===== config.mk =====
export PLATFORM = sky130hd
export DESIGN_NAME = murmur3_32_stream_hash_flat
export DESIGN_NICKNAME = d
export VERILOG_FILES = /design/src/design/mm3_pkg.sv /design/src/design/mm3_if.sv /design/src/design/mm3_cfg.sv /design/src/design/mm3_ctrl.sv /design/src/design/mm3_dp.sv /design/src/design/murmur3_32_stream_hash.sv /design/src/flat_wrapper.sv
export SDC_FILE = /design/constraint.sdc
export NUM_CORES = 2
export LEC_CHECK = 0
export ABC_AREA = 1
export BUFFER_PORTS_ARGS = -buffer_cell sky130_fd_sc_hd__buf_2
export CORE_MARGIN = 1
export CORE_UTILIZATION = 65
export DETAILED_ROUTE_END_ITERATION = 12
export PLACE_DENSITY = 0.89
export SLEW_MARGIN = 20
export SYNTH_ARGS = -nofsm -noshare
export SYNTH_HDL_FRONTEND = slang
export SYNTH_SLANG_ARGS = --single-unit

===== constraint.sdc =====
create_clock -name clk -period 10.2 [get_ports clk]
set_input_delay 0 -clock clk [delete_from_list [all_inputs] [get_ports clk]]
set_output_delay 0 -clock clk [all_outputs]
set_load 0.01 [all_outputs]

===== src/design/mm3_pkg.sv =====
// Shared constants and types of the MurmurHash3 stream hasher.
// No dependencies; the cfg, ctrl, dp, top and checker files import this package.
package mm3_pkg;

  // Mixing constants of MurmurHash3 x86_32.
  localparam logic [31:0] MIX_C1  = 32'hcc9e2d51;
  localparam logic [31:0] MIX_C2  = 32'h1b873593;
  localparam logic [31:0] MIX_ADD = 32'he6546b64;
  localparam logic [31:0] FMIX_M1 = 32'h85ebca6b;
  localparam logic [31:0] FMIX_M2 = 32'hc2b2ae35;

  // Register port: one 32-bit register at byte address 0.
  localparam int unsigned PADDR_W = 2;
  localparam logic [PADDR_W-1:0] REG_HASH_SEED = '0;

  // Datapath commands.
  typedef logic [2:0] mm3_op_t;
  localparam mm3_op_t OP_NOP   = 3'd0;
  localparam mm3_op_t OP_TAKE  = 3'd1;  // merge the request into the state
  localparam mm3_op_t OP_KMUL1 = 3'd2;  // k = block * C1
  localparam mm3_op_t OP_KMUL2 = 3'd3;  // k = rotl15(k) * C2
  localparam mm3_op_t OP_MIXH  = 3'd4;  // h = rotl13(h ^ k) * 5 + ADD
  localparam mm3_op_t OP_FMUL1 = 3'd5;  // first finalizer multiply
  localparam mm3_op_t OP_FMUL2 = 3'd6;  // second finalizer multiply
  localparam mm3_op_t OP_EMIT  = 3'd7;  // last shift-xor into the output

  typedef struct packed {
    mm3_op_t op;
    logic    use_tail;  // fold the scrambled tail into the finalizer
  } mm3_cmd_t;

  typedef struct packed {
    logic [1:0] cnt_lo;  // bytes in the open block, zero between messages
  } mm3_stat_t;

endpackage


===== src/design/mm3_if.sv =====
// Valid/ready channel interfaces of the MurmurHash3 stream hasher.
// Standalone; no package needed.
interface mm3_in_if;
  logic       valid;
  logic       ready;
  logic [7:0] data_byte;
  logic       byte_present;
  logic       message_end;

  modport source (output valid, data_byte, byte_present, message_end, input ready);
  modport sink   (input valid, data_byte, byte_present, message_end, output ready);
endinterface

interface mm3_out_if;
  logic        valid;
  logic        ready;
  logic [31:0] hash_value;

  modport source (output valid, hash_value, input ready);
  modport sink   (input valid, hash_value, output ready);
endinterface


===== src/design/mm3_cfg.sv =====
// APB-style register port holding the hash seed.
// Depends on mm3_pkg.
module mm3_cfg (
  input  logic                        clk,
  input  logic                        rst_n,
  input  logic                        psel,
  input  logic                        penable,
  input  logic                        pwrite,
  input  logic [mm3_pkg::PADDR_W-1:0] paddr,
  input  logic [31:0]                 pwdata,
  output logic [31:0]                 prdata,
  output logic                        pready,
  output logic [31:0]                 seed
);
  import mm3_pkg::*;

  logic [31:0] seed_r;
  logic [31:0] seed_nxt;
  logic        wr_en;

  assign pready = 1'b1;
  assign wr_en  = psel & penable & pwrite & pready;

  always_comb begin
    seed_nxt = seed_r;
    if (wr_en && paddr == REG_HASH_SEED) begin
      seed_nxt = pwdata;
    end
  end

  always_ff @(posedge clk) begin
    if (!rst_n) begin
      seed_r <= '0;
    end else begin
      seed_r <= seed_nxt;
    end
  end

  assign prdata = (paddr == REG_HASH_SEED) ? seed_r : '0;
  assign seed   = seed_r;

endmodule


===== src/design/mm3_ctrl.sv =====
// Controller of the MurmurHash3 stream hasher: sequences the datapath
// and owns both handshakes. Depends on mm3_pkg.
module mm3_ctrl (
  input  logic               clk,
  input  logic               rst_n,
  input  logic               in_valid,
  input  logic               in_present,
  input  logic               in_last,
  output logic               in_ready,
  output logic               out_valid,
  input  logic               out_ready,
  input  mm3_pkg::mm3_stat_t stat,
  output mm3_pkg::mm3_cmd_t  cmd
);
  import mm3_pkg::*;

  localparam logic [3:0] S_IDLE  = 4'd0;
  localparam logic [3:0] S_KMUL1 = 4'd1;
  localparam logic [3:0] S_KMUL2 = 4'd2;
  localparam logic [3:0] S_MIXH  = 4'd3;
  localparam logic [3:0] S_TMUL1 = 4'd4;
  localparam logic [3:0] S_TMUL2 = 4'd5;
  localparam logic [3:0] S_FMUL1 = 4'd6;
  localparam logic [3:0] S_FMUL2 = 4'd7;
  localparam logic [3:0] S_EMIT  = 4'd8;

  logic [3:0] state_r, state_nxt;
  logic       last_r, last_nxt;
  logic       tail_r, tail_nxt;
  logic       out_valid_r, out_valid_nxt;
  logic [1:0] cnt_after;

  // Bytes in the open block once this request is merged.
  assign cnt_after = stat.cnt_lo + {1'b0, in_present};

  always_comb begin
    state_nxt     = state_r;
    last_nxt      = last_r;
    tail_nxt      = tail_r;
    out_valid_nxt = out_valid_r & ~out_ready;
    cmd.op        = OP_NOP;
    cmd.use_tail  = tail_r;
    in_ready      = 1'b0;
    unique case (state_r)
      S_IDLE: begin
        in_ready = 1'b1;
        // Requests with neither a byte nor an end are taken and dropped.
        if (in_valid && (in_present || in_last)) begin
          cmd.op   = OP_TAKE;
          last_nxt = in_last;
          tail_nxt = (cnt_after != 2'd0);
          if (in_present && cnt_after == 2'd0) begin
            state_nxt = S_KMUL1;
          end else if (in_last) begin
            state_nxt = (cnt_after != 2'd0) ? S_TMUL1 : S_FMUL1;
          end
        end
      end
      S_KMUL1: begin
        cmd.op    = OP_KMUL1;
        state_nxt = S_KMUL2;
      end
      S_KMUL2: begin
        cmd.op    = OP_KMUL2;
        state_nxt = S_MIXH;
      end
      S_MIXH: begin
        cmd.op    = OP_MIXH;
        state_nxt = last_r ? S_FMUL1 : S_IDLE;
      end
      S_TMUL1: begin
        cmd.op    = OP_KMUL1;
        state_nxt = S_TMUL2;
      end
      S_TMUL2: begin
        cmd.op    = OP_KMUL2;
        state_nxt = S_FMUL1;
      end
      S_FMUL1: begin
        cmd.op    = OP_FMUL1;
        state_nxt = S_FMUL2;
      end
      S_FMUL2: begin
        cmd.op    = OP_FMUL2;
        state_nxt = S_EMIT;
      end
      S_EMIT: begin
        // Hold until the output register is free.
        if (!out_valid_r || out_ready) begin
          cmd.op        = OP_EMIT;
          out_valid_nxt = 1'b1;
          state_nxt     = S_IDLE;
        end
      end
      default: begin
        state_nxt = S_IDLE;
      end
    endcase
  end

  always_ff @(posedge clk) begin
    if (!rst_n) begin
      state_r     <= S_IDLE;
      last_r      <= 1'b0;
      tail_r      <= 1'b0;
      out_valid_r <= 1'b0;
    end else begin
      state_r     <= state_nxt;
      last_r      <= last_nxt;
      tail_r      <= tail_nxt;
      out_valid_r <= out_valid_nxt;
    end
  end

  assign out_valid = out_valid_r;

endmodule


===== src/design/mm3_dp.sv =====
// Datapath of the MurmurHash3 stream hasher: running state, one shared
// 32x32 multiplier and the output register. Depends on mm3_pkg.
module mm3_dp (
  input  logic               clk,
  input  logic               rst_n,
  input  logic [31:0]        seed,
  input  logic [7:0]         data_byte,
  input  logic               byte_present,
  input  mm3_pkg::mm3_cmd_t  cmd,
  output mm3_pkg::mm3_stat_t stat,
  output logic [31:0]        hash_value
);
  import mm3_pkg::*;

  function automatic logic [31:0] rotl15(input logic [31:0] v);
    return {v[16:0], v[31:17]};
  endfunction

  function automatic logic [31:0] rotl13(input logic [31:0] v);
    return {v[18:0], v[31:19]};
  endfunction

  logic [31:0] h_r, h_nxt;
  logic [31:0] pb_r, pb_nxt;
  logic [31:0] cnt_r, cnt_nxt;
  logic [31:0] k_r, k_nxt;
  logic [31:0] hash_r, hash_nxt;
  logic        in_msg_r, in_msg_nxt;

  logic [31:0] h_base, pb_base, cnt_base, pb_ins;
  logic [31:0] fin_x, fin_s, mix_x;
  logic [31:0] mul_a, mul_b, prod;

  // A message starts from the seed on its first request.
  assign h_base   = in_msg_r ? h_r   : seed;
  assign pb_base  = in_msg_r ? pb_r  : '0;
  assign cnt_base = in_msg_r ? cnt_r : '0;
  assign pb_ins   = pb_base | ({24'd0, data_byte} << {cnt_base[1:0], 3'b000});

  assign fin_x = h_r ^ (cmd.use_tail ? k_r : '0) ^ cnt_r;
  assign fin_s = fin_x ^ (fin_x >> 16);
  assign mix_x = rotl13(h_r ^ k_r);

  always_comb begin
    mul_a = pb_r;
    mul_b = MIX_C1;
    unique case (cmd.op)
      OP_KMUL2: begin
        mul_a = rotl15(k_r);
        mul_b = MIX_C2;
      end
      OP_FMUL1: begin
        mul_a = fin_s;
        mul_b = FMIX_M1;
      end
      OP_FMUL2: begin
        mul_a = k_r ^ (k_r >> 13);
        mul_b = FMIX_M2;
      end
      default: begin
        mul_a = pb_r;
        mul_b = MIX_C1;
      end
    endcase
  end

  assign prod = mul_a * mul_b;

  always_comb begin
    h_nxt      = h_r;
    pb_nxt     = pb_r;
    cnt_nxt    = cnt_r;
    k_nxt      = k_r;
    hash_nxt   = hash_r;
    in_msg_nxt = in_msg_r;
    unique case (cmd.op)
      OP_TAKE: begin
        h_nxt      = h_base;
        in_msg_nxt = 1'b1;
        pb_nxt     = byte_present ? pb_ins : pb_base;
        cnt_nxt    = cnt_base + {31'd0, byte_present};
      end
      OP_KMUL1, OP_KMUL2, OP_FMUL1, OP_FMUL2: begin
        k_nxt = prod;
      end
      OP_MIXH: begin
        h_nxt  = (mix_x << 2) + mix_x + MIX_ADD;
        pb_nxt = '0;
      end
      OP_EMIT: begin
        hash_nxt   = k_r ^ (k_r >> 16);
        in_msg_nxt = 1'b0;
      end
      default: begin
        h_nxt = h_r;
      end
    endcase
  end

  always_ff @(posedge clk) begin
    if (!rst_n) begin
      in_msg_r <= 1'b0;
    end else begin
      in_msg_r <= in_msg_nxt;
    end
  end

  always_ff @(posedge clk) begin
    h_r    <= h_nxt;
    pb_r   <= pb_nxt;
    cnt_r  <= cnt_nxt;
    k_r    <= k_nxt;
    hash_r <= hash_nxt;
  end

  assign stat.cnt_lo = in_msg_r ? cnt_r[1:0] : 2'd0;
  assign hash_value  = hash_r;

endmodule


===== src/design/murmur3_32_stream_hash.sv =====
// MurmurHash3 x86_32 over a byte stream. Send one request per message byte
// (byte_present high); set message_end on the last one, or send a lone
// request with byte_present low and message_end high for an empty message.
// Each message starts from the seed at register 0 (byte address 0) as it
// stands on the message's first request, so a seed write mid-message takes
// effect from the next message. Requests with neither flag set are taken
// and ignored. A byte request is merged while the block is idle; when it
// completes a 4-byte block, the block scramble follows: it needs two
// dependent multiplies on the single shared 32x32 multiplier before the
// running hash is mixed. A message_end request adds finalization (two
// multiplies plus the output step), after a scramble of the 1-3 byte tail
// when there is one. The result sits in an output register; the block
// keeps taking requests while it waits and stalls only when a second hash
// is ready before the first was taken. Hash length is counted mod 2^32.
module murmur3_32_stream_hash (
  input  logic                        clk,
  input  logic                        rst_n,
  mm3_in_if.sink                      in_ch,
  mm3_out_if.source                   out_ch,
  input  logic                        psel,
  input  logic                        penable,
  input  logic                        pwrite,
  input  logic [mm3_pkg::PADDR_W-1:0] paddr,
  input  logic [31:0]                 pwdata,
  output logic [31:0]                 prdata,
  output logic                        pready
);
  import mm3_pkg::*;

  logic [31:0] seed;
  mm3_cmd_t    cmd;
  mm3_stat_t   stat;

  // Seed register behind the APB-style port.
  mm3_cfg u_cfg (
    .clk     (clk),
    .rst_n   (rst_n),
    .psel    (psel),
    .penable (penable),
    .pwrite  (pwrite),
    .paddr   (paddr),
    .pwdata  (pwdata),
    .prdata  (prdata),
    .pready  (pready),
    .seed    (seed)
  );

  // Sequencer: request acceptance, block/tail/finalizer steps, result valid.
  mm3_ctrl u_ctrl (
    .clk        (clk),
    .rst_n      (rst_n),
    .in_valid   (in_ch.valid),
    .in_present (in_ch.byte_present),
    .in_last    (in_ch.message_end),
    .in_ready   (in_ch.ready),
    .out_valid  (out_ch.valid),
    .out_ready  (out_ch.ready),
    .stat       (stat),
    .cmd        (cmd)
  );

  // Hash state, shared multiplier and result register.
  mm3_dp u_dp (
    .clk          (clk),
    .rst_n        (rst_n),
    .seed         (seed),
    .data_byte    (in_ch.data_byte),
    .byte_present (in_ch.byte_present),
    .cmd          (cmd),
    .stat         (stat),
    .hash_value   (out_ch.hash_value)
  );

endmodule


===== src/flat_wrapper.sv =====
// flat-port wrapper written by rule: the top's interface ports become plain ports
module murmur3_32_stream_hash_flat import mm3_pkg::*;
  (clk, rst_n, psel, penable, pwrite, paddr, pwdata, prdata, pready, in_ch_valid, in_ch_data_byte, in_ch_byte_present, in_ch_message_end, in_ch_ready, out_ch_valid, out_ch_hash_value, out_ch_ready);
  mm3_in_if in_ch_i ();
  mm3_out_if out_ch_i ();
  input  logic clk;
  input  logic rst_n;
  input  logic psel;
  input  logic penable;
  input  logic pwrite;
  input  logic [mm3_pkg::PADDR_W-1:0] paddr;
  input  logic [31:0] pwdata;
  output logic [31:0] prdata;
  output logic pready;
  input wire logic [$bits(in_ch_i.valid)-1:0] in_ch_valid;
  input wire logic [$bits(in_ch_i.data_byte)-1:0] in_ch_data_byte;
  input wire logic [$bits(in_ch_i.byte_present)-1:0] in_ch_byte_present;
  input wire logic [$bits(in_ch_i.message_end)-1:0] in_ch_message_end;
  output wire logic [$bits(in_ch_i.ready)-1:0] in_ch_ready;
  output wire logic [$bits(out_ch_i.valid)-1:0] out_ch_valid;
  output wire logic [$bits(out_ch_i.hash_value)-1:0] out_ch_hash_value;
  input wire logic [$bits(out_ch_i.ready)-1:0] out_ch_ready;
  assign in_ch_i.valid = in_ch_valid;
  assign in_ch_i.data_byte = in_ch_data_byte;
  assign in_ch_i.byte_present = in_ch_byte_present;
  assign in_ch_i.message_end = in_ch_message_end;
  assign in_ch_ready = in_ch_i.ready;
  assign out_ch_valid = out_ch_i.valid;
  assign out_ch_hash_value = out_ch_i.hash_value;
  assign out_ch_i.ready = out_ch_ready;
  murmur3_32_stream_hash u_core (.clk(clk), .rst_n(rst_n), .in_ch(in_ch_i), .out_ch(out_ch_i), .psel(psel), .penable(penable), .pwrite(pwrite), .paddr(paddr), .pwdata(pwdata), .prdata(prdata), .pready(pready));
endmodule

==> impl_results.md <==
- Crit path kind: reg -> reg
- CP endpoint kind: register
- CTS tree: built
- HPWL Detailed: roughly 80000 um
- CP required: between 10 and 15 ns
- Commonest non-fill, non-tap cell in the layout: inv_1
- I/O Buffers: 116
- Total GRT Usage: 49.2%
- Highest Signal Layer: met4
- Global-route wire length before repair: between 150000 and 200000 um
- Seq/Total Area, Yosys: 20.3%
- Synth-to-Final Area Change: 8.98%
- Clk_lat worst skew: approximately 0.50 ns
- CP delay by family, top: adder cells
- Max Slew Vio Count: 0
- Max incr delay on CP: 1.05 ns
- IO Count: 118
- Max-Cap Viols: 0
- Synth Cell Area: 27600 um2
- Slew @ Worst Pin: 1.26 ns
- Fill count: 3191
- Routed via count: roughly 25000
- ANT nets after route: 0
- Worst EP arrival: 9.79 ns
- FF+latch count, synth: 200
- Met1 Wirelength: 34500 um
- Routed wire length: approximately 100000 um
- Maximum clock path buffer count: 2
- Nets: 4192
- Starting density of the core: between 60% and 70%
- Final setup fails: 0
- Fmax: 106 MHz
- Met2 Wirelength: 44800 um
- DR iter-0 viols: between 3000 and 4000
- Avg Cell Area, Syn: 8.14 um2
- Grt ovf: 0
- Clk root buf: clkbuf_16
- Vias in the first global route: 25305
- Synth area leaders: fa_1, edfxtp_1, inv_1
- Clock-pin transition on the worst setup and hold timing paths: ~0.08 ns
- Yosys warns: 0
- TritonCTS Buffers: 17
- Crit path top cell by count: nand2_1
- Pin count of the biggest net entering global routing: 65
- Die ar.: around 43000 um2
- Final Hold Viols: 0
- RSZ-0062 raised after global routing: no
- Die Height: 208 um
- Met3 WL: 13400 um
- Htree depth: 4
- DRC: 0
- DRT Pass-1 Iters: 6
- Most frequent cells in the layout: inv_1, nand2_1, fa_1
- Relative slew slack: between 10% and 20%
- Worst setup SP type: register
- Minimum clock period after layout: 9.46 ns
- Skew final: 0.0210 ns
- Die X-Extent: approximately 210 um
- Final worst path period share: 92.8%
- Sink Count: 200
- Placer Congestion: between 1 and 1.5
- Slowest stage cell, crit path: edfxtp_1
- Max FO, Critical Path: 12
- Min-Delay Path Class: in -> reg
- Antenna violations before repair: 5
- Routed WL per cell: 25.3 um
- CP Buf/Inv Count: 7
- Yosys top cell by area: fa_1
- CTS resizes: 0
- Post-synth cell types: 51
- FP Rows: 75
- Top-area cell type share of the netlist area: 28.8%
- Setup TNS: 0 ns
- Fraction of layout cells with a size suffix above 1: 6.53%
- Via density: 6.08
- Status: finished, final reports clean
- Postcts setup bufs: 0
- Syn_nets: 4035
- Post-Synthesis Cells: roughly 3400
- Core area: between 40000 and 50000 um2
[tightest hold or removal path, stage by stage]
cell      delay (ns)
buf_2           0.10
o21ai_0         0.14
o21ai_0         0.14
nand2_1         0.14
a311oi_1        0.06
[cells in the mapped netlist, drive strengths merged]
cell type	count
a21o	2
o21ai	123
or4	1
a311oi	1
o221ai	4
nor3	25
nor2	185
o211ai	1
nand4	21
dfxtp	40
clkbuf	57
o22ai	22
conb	1
edfxtp	160
a21oi	110
a211oi	1
inv	875
o21bai	6
a31oi	7
a221oi	2
clkinv	1
a21boi	10
nand3	158
nand3b	23
a31o	2
fa	397
or2	14
a2111oi	1
buf	28
o21a	4
xnor2	59
o2111ai	5
ha	191
nor4	12
nand2	755
xor2	92
[registers in the layout (all words and copies together), names as in the netlist]
name / flops
u_core.u_ctrl.out_valid: 1
u_core.u_cfg.seed: 32
u_core.u_ctrl.state_r: 4
u_core.u_dp.cnt_r: 32
u_core.u_dp.pb_r: 32
u_core.u_dp.k_r: 32
u_core.u_dp.h_r: 32
u_core.u_dp.in_msg_r: 1
u_core.u_ctrl.tail_r: 1
u_core.u_ctrl.last_r: 1
u_core.u_dp.hash_value: 32
[worst paths after layout]
check | start | to | slack (ns) | cells after the start
worst max-delay path | u_core.u_dp.k_r[22] | u_core.u_dp.k_r[27] | 0.74 | 34
worst min-delay path | in_ch_valid | u_core.u_ctrl.state_r[0] | 0.14 | 5
worst max register to register | u_core.u_dp.k_r[22] | u_core.u_dp.k_r[27] | 0.74 | 34
worst min register to register | u_core.u_cfg.seed[28] | u_core.u_cfg.seed[28] | 0.49 | 2
[cells by family after synthesis]
family / share of synthesized area, %
other: 0.0136
XOR/XNOR: 4.79
AND/OR/NAND/NOR: 18.2
adder cells (fa/ha/maj): 37.4
buffers and inverters: 13.3
AO/OA/AOI/OAI: 6.03
flip-flops: 20.3
[final cells by class]
class,count,area [um2],share of cell area (%)
Antenna cell,3,7.51,0.0249
Inverter,876,3290,10.9
Timing Repair Buffer,223,1560,5.18
Clock inverter,14,164,0.544
Tap cell,539,674,2.24
Multi-Input combinational cell,2235,18400,61.1
Clock buffer,18,429,1.42
Sequential cell,200,5610,18.6
[what timing repair did]
item                                    4_1_cts  5_1_grt
endpoints found under the setup margin        0        0
hold buffers                                 71        0
endpoints found under the hold margin        73        0
[per-stage QoR]
step / area (um2) / setup slack, ns / util, % / std cells / hold slack (ns)
floorplan: 27600 / 2.59 / - / 3396 / 0.138
global placement: 28800 / 1.23 / 68.7 / 4002 / 0.279
detailed placement: 28800 / 1.15 / 68.7 / 4002 / 0.283
CTS: 30100 / 1.06 / 71.8 / 4105 / 0.0373
global route: 30100 / 0.473 / 71.8 / 4106 / 0.153
finish: 30100 / 0.739 / 71.8 / 4108 / 0.138
[layer usage]
layer	track usage [%]	up-vias
li1	-	10650
met1	58.5	11799
met2	74.5	1938
met3	12.7	571
met4	43.6	0
met5	0	-
Power is not shown: default switching activity piles up to over one toggle a cycle in this logic, so the estimate is an artifact.
